===== config.mk =====
export PLATFORM = sky130hd
export DESIGN_NAME = tally_line_parser
export DESIGN_NICKNAME = d
export VERILOG_FILES = /design/src/rtl/tlp_pkg.sv /design/src/rtl/tally_line_parser.sv
export SDC_FILE = /design/constraint.sdc
export NUM_CORES = 1
export LEC_CHECK = 0
export BUFFER_PORTS_ARGS = -buffer_cell sky130_fd_sc_hd__buf_2
export CAP_MARGIN = 10
export CORE_MARGIN = 2
export CORE_UTILIZATION = 48
export CTS_CLUSTER_SIZE = 14
export DETAILED_ROUTE_END_ITERATION = 10
export PLACE_DENSITY_LB_ADDON = 0.25
export SLEW_MARGIN = 5
export SYNTH_ARGS = -nofsm -noshare
export SYNTH_HDL_FRONTEND = slang
export SYNTH_SLANG_ARGS = --single-unit

===== constraint.sdc =====
create_clock -name clock -period 3.75 [get_ports clock]
set_input_delay 0.9375 -clock clock [delete_from_list [all_inputs] [get_ports clock]]
set_output_delay 0.9375 -clock clock [all_outputs]
set_load 0.01 [all_outputs]

===== src/rtl/tlp_pkg.sv =====
// ----------------------------------------------------------------------------
// tlp_pkg
// Shared constants and helpers for the tally line parser: field widths,
// register indexes, the status-line prefix and whitespace classification.
// ----------------------------------------------------------------------------
package tlp_pkg;

   // field and register widths
   localparam int CHANNEL_W  = 10;
   localparam int TIMEOUT_W  = 16;
   localparam int BYTE_W     = 8;
   localparam int TALLY_W    = 2;
   localparam int PREFIX_W   = 4;
   localparam int VPOS_W     = 11;
   localparam int IDLE_W     = 17;
   localparam int CSR_DATA_W = 32;
   localparam int CSR_ADDR_W = 3;

   // highest channel number that can select a tally character
   localparam int MAX_CHANNEL = 1023;

   // register indexes (address bit 2)
   localparam logic [0:0] CSR_CHANNEL = 1'b0;
   localparam logic [0:0] CSR_TIMEOUT = 1'b1;

   // register reset values
   localparam logic [CHANNEL_W-1:0] CHANNEL_RESET = CHANNEL_W'(1);
   localparam logic [TIMEOUT_W-1:0] TIMEOUT_RESET = TIMEOUT_W'(5000);

   // request kinds
   localparam logic ACT_BYTE = 1'b0;
   localparam logic ACT_TICK = 1'b1;

   // tally codes
   localparam logic [TALLY_W-1:0] TALLY_OFF     = 2'd0;
   localparam logic [TALLY_W-1:0] TALLY_PROGRAM = 2'd1;
   localparam logic [TALLY_W-1:0] TALLY_PREVIEW = 2'd2;

   // characters
   localparam logic [BYTE_W-1:0] CH_LF  = 8'h0A;
   localparam logic [BYTE_W-1:0] CH_CR  = 8'h0D;
   localparam logic [BYTE_W-1:0] CH_ONE = 8'h31;
   localparam logic [BYTE_W-1:0] CH_TWO = 8'h32;

   // prefix length and saturation limits
   localparam logic [PREFIX_W-1:0] PREFIX_LEN = 4'd9;
   localparam logic [VPOS_W-1:0]   VPOS_MAX   = {VPOS_W{1'b1}};
   localparam logic [IDLE_W-1:0]   IDLE_MAX   = {IDLE_W{1'b1}};

   // character expected at each position of "TALLY OK "
   function automatic logic [BYTE_W-1:0] prefix_char(input logic [PREFIX_W-1:0] pos);
      logic [BYTE_W-1:0] ch;
      unique case (pos)
         4'd0:    ch = 8'h54; // T
         4'd1:    ch = 8'h41; // A
         4'd2:    ch = 8'h4C; // L
         4'd3:    ch = 8'h4C; // L
         4'd4:    ch = 8'h59; // Y
         4'd5:    ch = 8'h20; // space
         4'd6:    ch = 8'h4F; // O
         4'd7:    ch = 8'h4B; // K
         4'd8:    ch = 8'h20; // space
         default: ch = 8'h00;
      endcase
      return ch;
   endfunction

   // space, tab, vertical tab, form feed
   function automatic logic is_ws(input logic [BYTE_W-1:0] c);
      return (c == 8'h20) || (c == 8'h09) || (c == 8'h0B) || (c == 8'h0C);
   endfunction

endpackage


===== src/rtl/tally_line_parser.sv =====
// ----------------------------------------------------------------------------
// tally_line_parser
// Parses "TALLY OK <value>" status lines from a byte stream, picks the
// character of the watched channel and keeps the tally state; forces the
// tally off when no byte arrives within the configured timeout.
// ----------------------------------------------------------------------------
//  Channel   Dir   Contents
//  req_*     in    tuser[0] action (0 byte, 1 ms tick), tdata[7:0] rx_byte
//  rsp_*     out   tdata[1:0] tally, tlast line_done
//  csr_*     in    APB: 0x0 channel[9:0], 0x4 timeout_ms[15:0]
//
//  One request per cycle, one response per request. A request is held in
//  the input register; the parse step runs between it and the response
//  register, which drives rsp_tvalid.
//  Reset clears the parser state and loads channel 1 and timeout 5000 ms.
//  A stalled response holds the response register and, once the input
//  register is full too, req_tready drops; nothing is lost in between.
// ----------------------------------------------------------------------------
module tally_line_parser (
   input  logic                             clock,
   input  logic                             reset,
   // request: tuser[0] action; tdata[7:0] rx_byte
   input  logic                             req_tvalid,
   output logic                             req_tready,
   input  logic [7:0]                       req_tdata,
   input  logic [0:0]                       req_tuser,
   // response: tdata[1:0] tally, [7:2] zero; tlast line_done
   output logic                             rsp_tvalid,
   input  logic                             rsp_tready,
   output logic [7:0]                       rsp_tdata,
   output logic                             rsp_tlast,
   // configuration
   input  logic                             csr_psel,
   input  logic                             csr_penable,
   input  logic                             csr_pwrite,
   input  logic [tlp_pkg::CSR_ADDR_W-1:0]   csr_paddr,
   input  logic [tlp_pkg::CSR_DATA_W-1:0]   csr_pwdata,
   output logic [tlp_pkg::CSR_DATA_W-1:0]   csr_prdata,
   output logic                             csr_pready
);
   import tlp_pkg::*;

   typedef enum logic [2:0] {
      PH_LEAD,
      PH_PREFIX,
      PH_GAP,
      PH_VALUE,
      PH_IGNORE
   } phase_type;

   // input register
   logic              in_valid_ff;
   logic              in_action_ff;
   logic [BYTE_W-1:0] in_byte_ff;

   // response register
   logic               out_valid_ff;
   logic [TALLY_W-1:0] out_tally_ff;
   logic               out_done_ff;

   // configuration registers
   logic [CHANNEL_W-1:0] channel_ff;
   logic [TIMEOUT_W-1:0] timeout_ff;

   // parser state
   phase_type            phase_ff,        phase_in;
   logic [PREFIX_W-1:0]  prefix_pos_ff,   prefix_pos_in;
   logic [VPOS_W-1:0]    value_pos_ff,    value_pos_in;
   logic [BYTE_W-1:0]    picked_char_ff,  picked_char_in;
   logic                 picked_valid_ff, picked_valid_in;
   logic                 value_seen_ff,   value_seen_in;
   logic [IDLE_W-1:0]    idle_ms_ff,      idle_ms_in;
   logic [TALLY_W-1:0]   tally_ff,        tally_in;
   logic                 done_in;

   logic out_free;
   logic advance;
   logic csr_write;

   // flow control: the parse step fires when the input register moves on
   assign out_free   = !out_valid_ff || rsp_tready;
   assign advance    = in_valid_ff && out_free;
   assign req_tready = !in_valid_ff || out_free;

   assign rsp_tvalid = out_valid_ff;
   assign rsp_tdata  = {{(8-TALLY_W){1'b0}}, out_tally_ff};
   assign rsp_tlast  = out_done_ff;

   // configuration port
   assign csr_pready = 1'b1;
   assign csr_write  = csr_psel && csr_penable && csr_pwrite;

   always_comb begin
      unique case (csr_paddr[2:2])
         CSR_CHANNEL: csr_prdata = {{(CSR_DATA_W-CHANNEL_W){1'b0}}, channel_ff};
         CSR_TIMEOUT: csr_prdata = {{(CSR_DATA_W-TIMEOUT_W){1'b0}}, timeout_ff};
         default:     csr_prdata = '0;
      endcase
   end

   always_ff @(posedge clock) begin
      if (reset) begin
         channel_ff <= CHANNEL_RESET;
         timeout_ff <= TIMEOUT_RESET;
      end else if (csr_write) begin
         unique case (csr_paddr[2:2])
            CSR_CHANNEL: channel_ff <= csr_pwdata[CHANNEL_W-1:0];
            CSR_TIMEOUT: timeout_ff <= csr_pwdata[TIMEOUT_W-1:0];
            default: ;
         endcase
      end
   end

   // parse step for the item in the input register
   always_comb begin
      logic [IDLE_W-1:0] idle_inc;
      logic [VPOS_W-1:0] vpos;
      logic              chan_ok;
      logic              take;
      logic              prefix_hit;

      phase_in        = phase_ff;
      prefix_pos_in   = prefix_pos_ff;
      value_pos_in    = value_pos_ff;
      picked_char_in  = picked_char_ff;
      picked_valid_in = picked_valid_ff;
      value_seen_in   = value_seen_ff;
      idle_ms_in      = idle_ms_ff;
      tally_in        = tally_ff;
      done_in         = 1'b0;

      idle_inc   = (idle_ms_ff < IDLE_MAX) ? idle_ms_ff + IDLE_W'(1) : idle_ms_ff;
      chan_ok    = (channel_ff != '0) && (32'(channel_ff) <= MAX_CHANNEL);
      vpos       = (phase_ff == PH_GAP) ? '0 : value_pos_ff;
      take       = 1'b0;
      prefix_hit = (prefix_pos_ff < PREFIX_LEN)
                   && (in_byte_ff == prefix_char(prefix_pos_ff));

      if (in_action_ff == ACT_TICK) begin
         // count idle time; on expiry drop the line and force off
         idle_ms_in = idle_inc;
         if (idle_inc > {1'b0, timeout_ff}) begin
            tally_in        = TALLY_OFF;
            phase_in        = PH_LEAD;
            prefix_pos_in   = '0;
            value_pos_in    = '0;
            picked_char_in  = '0;
            picked_valid_in = 1'b0;
            value_seen_in   = 1'b0;
            idle_ms_in      = '0;
            done_in         = 1'b1;
         end
      end else begin
         idle_ms_in = '0;
         if (in_byte_ff == CH_LF) begin
            // end of line: a counting line sets the tally
            if (phase_ff == PH_VALUE && value_seen_ff) begin
               if (picked_valid_ff && picked_char_ff == CH_ONE) begin
                  tally_in = TALLY_PROGRAM;
               end else if (picked_valid_ff && picked_char_ff == CH_TWO) begin
                  tally_in = TALLY_PREVIEW;
               end else begin
                  tally_in = TALLY_OFF;
               end
            end
            phase_in        = PH_LEAD;
            prefix_pos_in   = '0;
            value_pos_in    = '0;
            picked_char_in  = '0;
            picked_valid_in = 1'b0;
            value_seen_in   = 1'b0;
            done_in         = 1'b1;
         end else if (in_byte_ff != CH_CR) begin
            unique case (phase_ff)
               PH_LEAD, PH_PREFIX: begin
                  if (phase_ff == PH_PREFIX || !is_ws(in_byte_ff)) begin
                     if (prefix_hit) begin
                        prefix_pos_in = prefix_pos_ff + PREFIX_W'(1);
                        phase_in = (prefix_pos_ff + PREFIX_W'(1) == PREFIX_LEN)
                                   ? PH_GAP : PH_PREFIX;
                     end else begin
                        phase_in = PH_IGNORE;
                     end
                  end
               end
               PH_GAP: begin
                  if (!is_ws(in_byte_ff)) begin
                     phase_in      = PH_VALUE;
                     value_seen_in = 1'b1;
                     take          = 1'b1;
                  end
               end
               PH_VALUE:  take = 1'b1;
               PH_IGNORE: ;
               default:   ;
            endcase
            // value character: latch the watched position, advance index
            if (take) begin
               if (chan_ok && vpos == VPOS_W'(channel_ff) - VPOS_W'(1)) begin
                  picked_char_in  = in_byte_ff;
                  picked_valid_in = 1'b1;
               end
               value_pos_in = (vpos < VPOS_MAX) ? vpos + VPOS_W'(1) : vpos;
            end
         end
      end
   end

   // input register: load on acceptance, clear when it moves on
   always_ff @(posedge clock) begin
      if (reset) begin
         in_valid_ff <= 1'b0;
      end else if (req_tready) begin
         in_valid_ff <= req_tvalid;
      end
      if (req_tready && req_tvalid) begin
         in_action_ff <= req_tuser[0];
         in_byte_ff   <= req_tdata;
      end
   end

   // parser state and response register
   always_ff @(posedge clock) begin
      if (reset) begin
         phase_ff        <= PH_LEAD;
         prefix_pos_ff   <= '0;
         value_pos_ff    <= '0;
         picked_char_ff  <= '0;
         picked_valid_ff <= 1'b0;
         value_seen_ff   <= 1'b0;
         idle_ms_ff      <= '0;
         tally_ff        <= TALLY_OFF;
         out_valid_ff    <= 1'b0;
      end else begin
         if (advance) begin
            phase_ff        <= phase_in;
            prefix_pos_ff   <= prefix_pos_in;
            value_pos_ff    <= value_pos_in;
            picked_char_ff  <= picked_char_in;
            picked_valid_ff <= picked_valid_in;
            value_seen_ff   <= value_seen_in;
            idle_ms_ff      <= idle_ms_in;
            tally_ff        <= tally_in;
         end
         if (out_free) begin
            out_valid_ff <= in_valid_ff;
         end
      end
      if (advance) begin
         out_tally_ff <= tally_in;
         out_done_ff  <= done_in;
      end
   end

   // checks
   a_tally_code: assert property (@(posedge clock) disable iff (reset)
      out_valid_ff |-> (out_tally_ff != 2'd3))
      else $error("tally code out of range");

   a_timeout_off: assert property (@(posedge clock) disable iff (reset)
      (advance && in_action_ff == ACT_TICK && done_in)
      |=> (out_valid_ff && out_done_ff && out_tally_ff == TALLY_OFF
           && idle_ms_ff == '0 && phase_ff == PH_LEAD))
      else $error("timeout did not force tally off and drop the line");

   a_line_feed_clears: assert property (@(posedge clock) disable iff (reset)
      (advance && in_action_ff == ACT_BYTE && in_byte_ff == CH_LF)
      |=> (phase_ff == PH_LEAD && prefix_pos_ff == '0 && !picked_valid_ff
           && out_done_ff))
      else $error("line feed did not restart the line");

   a_value_seen_phase: assert property (@(posedge clock) disable iff (reset)
      value_seen_ff |-> (phase_ff == PH_VALUE))
      else $error("value flag set outside value phase");

endmodule

* Yosys cells after proc, flatten, opt, wreduce, memory -nomap -nowiden
Memory sizes are Yosys's and may differ from the RTL's. A register that Yosys moved wholly into a read port is not among the register bits.
Index checks and enable logic that the tools add are counted.
** Word-level totals
- Register bits :: 87
- Memories kept :: 1
- Memory bits (read-only) :: 112
** Memories
- (name not given) :: words 16, width 7, read ports 1, clocked after memory_dff 1, wr ports 0, line tlp_pkg.sv:53 : unique case (pos)
** Cells by class
- Add/subtract/negate cells :: 4
- Equality and inequality tests :: 18
- Bitwise logic cells :: 1
- Order comparisons :: 4
- Muxes and demuxes :: 60
- Reductions and logical operators :: 36
** Operators by type and width (number)
- 11-bit two-way mux :: 7
- 32-bit case mux with 2 select lines :: 1
- 17-bit two-way mux :: 3
- 8-bit two-way mux :: 6
- 4-bit two-way mux :: 9
- 8-bit by 4-bit equality test with 1-bit output (second input constant) :: 4
- 8-bit by 6-bit equality test with 1-bit output (second input constant) :: 3
- 3-bit two-way mux :: 7
- 3-bit nonzero test :: 7
- 1-bit two-way mux :: 18
- 17-bit by 1-bit adder with 17-bit output (second input constant) :: 1
- 17-bit by 16-bit > comparator with 1-bit output :: 1
- 17-bit < comparator (second input constant) :: 1
- 2-bit two-way mux :: 7
- 6-bit AND reduction :: 2
- 11-bit by 1-bit adder with 11-bit output (second input constant) :: 1
- 11-bit equality test :: 1
- 11-bit < comparator (second input constant) :: 1
- 10-bit by 1-bit subtractor with 11-bit output (second input constant) :: 1
- 5-bit AND reduction :: 2
- 10-bit nonzero test :: 1
- 1-bit logical AND :: 9
- 8-bit equality test :: 1
- 4-bit inequality test (second input constant) :: 2
- 18 further kinds :: 27

* Depth between registers and ports, before layout
- Depth after elaboration :: 13
- Gate-level depth with buffers :: 18

* Worst setup path after synthesis
OpenSTA, ideal clock, no wires.
- Path type :: register to register
- Start :: register idle_ms_ff[2]
- End :: register with a tool-made name
- Data arrival time :: 4.067 ns
- Setup slack :: -0.404 ns
- Data required time :: 3.663 ns
- Library setup time :: 0.087 ns
- Stages on the path, launching flop included :: 18
- Period minus slack after synthesis :: 4.154 ns
- Cells stage by stage :: dfxtp_1 -> buf_2 -> and4_1 -> nand2_1 -> nor3_1 -> and3_1 -> clkbuf_1 -> nand3_1 -> xnor2_1 -> ha_1 -> nand4_1 -> nor3_1 -> a221oi_1 -> a211oi_1 -> nor2_2 -> a2111o_1 -> or4b_1 -> o31ai_1
** RTL lines
- start: declaration :: line tally_line_parser.sv:72 : logic [IDLE_W-1:0] idle_ms_ff, idle_ms_in;
- start signal: assignment :: line tally_line_parser.sv:242 : idle_ms_ff <= idle_ms_in;

==> impl_results.md <==
* Status: complete, but fails checks
* Failing checks: negative setup slack
* Fin worst setup slack at -0.133 ns
* Layout cell share with drive strength beyond 1 at a little over a quarter
* Final Hold Viols at 0
* Ant. Diodes at 0
* DR WL/cell at 16.0 um
* VDD IR max at 0.236 mV
* Setup Skew at a little over 0.006 ns
* Final GP Congestion at 0.882
* Max clock buf depth at 2
* Post-synth EDFFs at 12
* Sequential share of the synthesized area at 35.3%
* Initial antenna violation count at 0
* Global-route wire length before repair at roughly 24,000 um
* LEAKAGE at between 2 and 3 nW
* Sw power at about 0.56 mW
* DRC at 0
* Setup crit start kind: flip-flop
* GRT Total Usage at 23.6%
* R2R Setup Slk at -0.13 ns
* Seq pwr share at between 40% and 50%
* Synth Register Bits at 94
* FILL cells at approximately 1,000
* Relative slew slack at between 40% and 50%
* Critical-path maximum fanout at 6
* RSZ-0062 raised after global routing: true
* Worst slew pin tran at 0.823 ns
* Clk Tree Root Cell: clkbuf_16
* R2R cell count at 16
* Via count at ~5.5k
* Critical setup path kind: reg -> reg
* CP required at 4.01 ns
* Initial DRC Count at 385
* Overall routed net length at roughly 15,000 um
* Largest net degree at the start of global routing at 38
* Internal power at roughly 1.7 mW
* FFs w/ async S/R, synth at 0%
* Vias in the first global route at 5,157
* Leading cell types in the layout, fill and taps excluded: nand2_1, dfxtp_1, a21oi_1, buf_4, nor2_1
* Die area at 12,700 sq um
* Top_reg_cell synth: dfxtp_1
* Pwr Density at 321 nW/um^2
* Sw Share at 24.7%
* Max_cap viols at 0
* Leading cell type in the layout, fill and taps excluded: nand2_1
* Max-slew violations at 0
* Grt ovf at 0
* Clock Sinks at 94
* Hpwl dp at 10,800 um
* Post-route ant nets at 0
* Period utilisation layout at 104%
* Logic gate share of total power at 9.0%
* F_max at about 0.26 GHz
* First-pass detailed-route iteration total at 5
* Design area at between 7000 and 8000 sq um
* Routed vias/inst at 5.80
* Top Ports at 95
* Chip height at 113 um
* Initial Util at between 40% and 50%
* Hold WC Path Type: reg -> reg
* DP Worst Slack at -0.103 ns
* Clock transition at path regs at 0.07 ns
* Cts bufs inserted at 9
* Core area at around 11,000 sq um
* Worst skew pair latency at 0.35 ns
* Hold Buf Count CTS at 0
* Yosys cell types at 73
* Std cell rows at 39
* Multi-input gate area at 3610 sq um
* Final Net Count at 878
* CP Capture Type: flip-flop
* Final min period at 3.88 ns
* I/O Buffers at 53
* Htree depth at 3
* Register Area at 2020 sq um
* Reg-to-Reg Start: idle_ms_ff[11]
* CTS tree: built
* Syn Inst Count at roughly 720
* Pwr Total at roughly 2.3 mW
* Area delta synth->final at 23.8%
* Critical path origin: idle_ms_ff[11]
* Post-Syn Area per Cell at 7.94 sq um
* Synthesized area at 5680 sq um
* Die width at 113 um
* Critical Path AT at between 4 and 5 ns
* Area post-placement at 6300 sq um
* Final setup viols at 4
* Ys Warns at 0
* Clk pwr share at between 40 and 50%
final cells by class:
| type | count | area share (%) |
|---|---|---|
| sequential | 94 | 28.8 |
| multi-input combinational | 549 | 51.3 |
| clock buffer | 10 | 3.26 |
| timing repair buffer | 120 | 11.1 |
| clock inverter | 6 | 1.32 |
| tap | 143 | 2.55 |
| inverter | 32 | 1.71 |
flip-flops by register name (all words and copies together), names as in the netlist, named ones only:
signal / cells
channel_ff: 10
idle_ms_ff: 17
in_action_ff: 1
in_byte_ff: 8
in_valid_ff: 1
out_tally_ff: 2
phase_ff: 3
picked_char_ff: 8
picked_valid_ff: 1
prefix_pos_ff: 4
rsp_tlast: 1
rsp_tvalid: 1
tally_ff: 2
timeout_ff: 16
value_pos_ff: 11
value_seen_ff: 1
metrics by stage:
stage	std cells	TNS (ns)	hold WS (ns)	util [%]
floorplan	736	0	0.436	-
global placement	920	-0.0360	0.444	55.0
detailed placement	920	-0.112	0.456	55.0
CTS	942	-0.130	0.465	58.7
global route	954	-2.31	0.484	61.3
finish	954	-0.341	0.461	61.3
power groups by stage:
stage	clock network, mW	registers (mW)	logic, mW
finish	0.997	1.06	0.203
global placement	0	1.08	0.184
floorplan	0	1.07	0.143
CTS	1.01	1.06	0.193
detailed placement	0	1.08	0.189
global route	1.06	1.06	0.223
critical path, cell delays in order (launching register included):
cell      delay, ns
dfxtp_2        0.35
nand4_4        0.14
or2_1          0.25
o211ai_1       0.28
nor2_2         0.08
and3_4         0.16
xor2_1         0.15
ha_1           0.30
nand4_1        0.20
buf_4          0.22
nor2_4         0.12
o31ai_2        0.09
a211oi_2       0.35
nor2_4         0.11
a221oi_4       0.42
or4b_4         0.51
o31ai_2        0.07
Yosys cell counts (all sizes together), types with 14 or more instances:
| cell | n | area [sq um] |
|---|---|---|
| nand2 | 86 | 323 |
| dfxtp | 82 | 1640 |
| a21oi | 63 | 315 |
| nor2 | 63 | 239 |
| o21ai | 40 | 200 |
| clkbuf | 32 | 120 |
| inv | 31 | 116 |
| buf | 29 | 199 |
| ha | 21 | 263 |
| nand3 | 20 | 100 |
| nor3 | 19 | 100 |
| xor2 | 16 | 140 |
| nand4 | 14 | 93.8 |
layer usage:
layer	vias up	track usage, %	share of wire, %
met2	156	38.4	48
li1	2702	-	-
met5	-	0	0
met4	0	8.78	2.2
met1	2648	31.1	45
met3	27	4.61	4.7
what timing repair did:
item                                    CTS  global route
gates cloned                              0             1
setup buffers                             6            11
endpoints found under the setup margin    4            42
gates resized for setup                  14            50
pin swaps                                14            20
cells by family after synthesis:
logic type | after synthesis | share of synthesized area, %
other | 2 | 0.132
buffers and inverters | 93 | 7.74
XOR/XNOR | 28 | 4.32
multiplexers | 8 | 1.59
adder cells (fa/ha/maj) | 21 | 4.63
AND/OR/NAND/NOR | 293 | 26.6
flip-flops | 94 | 35.3
AO/OA/AOI/OAI | 176 | 19.7
worst min-delay path by stage:
stage / start / end / cells after the start / slack [ns]
global route: timeout_ff[11] / timeout_ff[11] / 2 / 0.48
global placement: timeout_ff[14] / timeout_ff[14] / 2 / 0.44
finish: timeout_ff[14] / timeout_ff[14] / 2 / 0.46
floorplan: timeout_ff[10] / timeout_ff[10] / 2 / 0.44
CTS: timeout_ff[11] / timeout_ff[11] / 2 / 0.46
detailed placement: timeout_ff[11] / timeout_ff[11] / 2 / 0.46
Power figures use the tool's default switching activity.
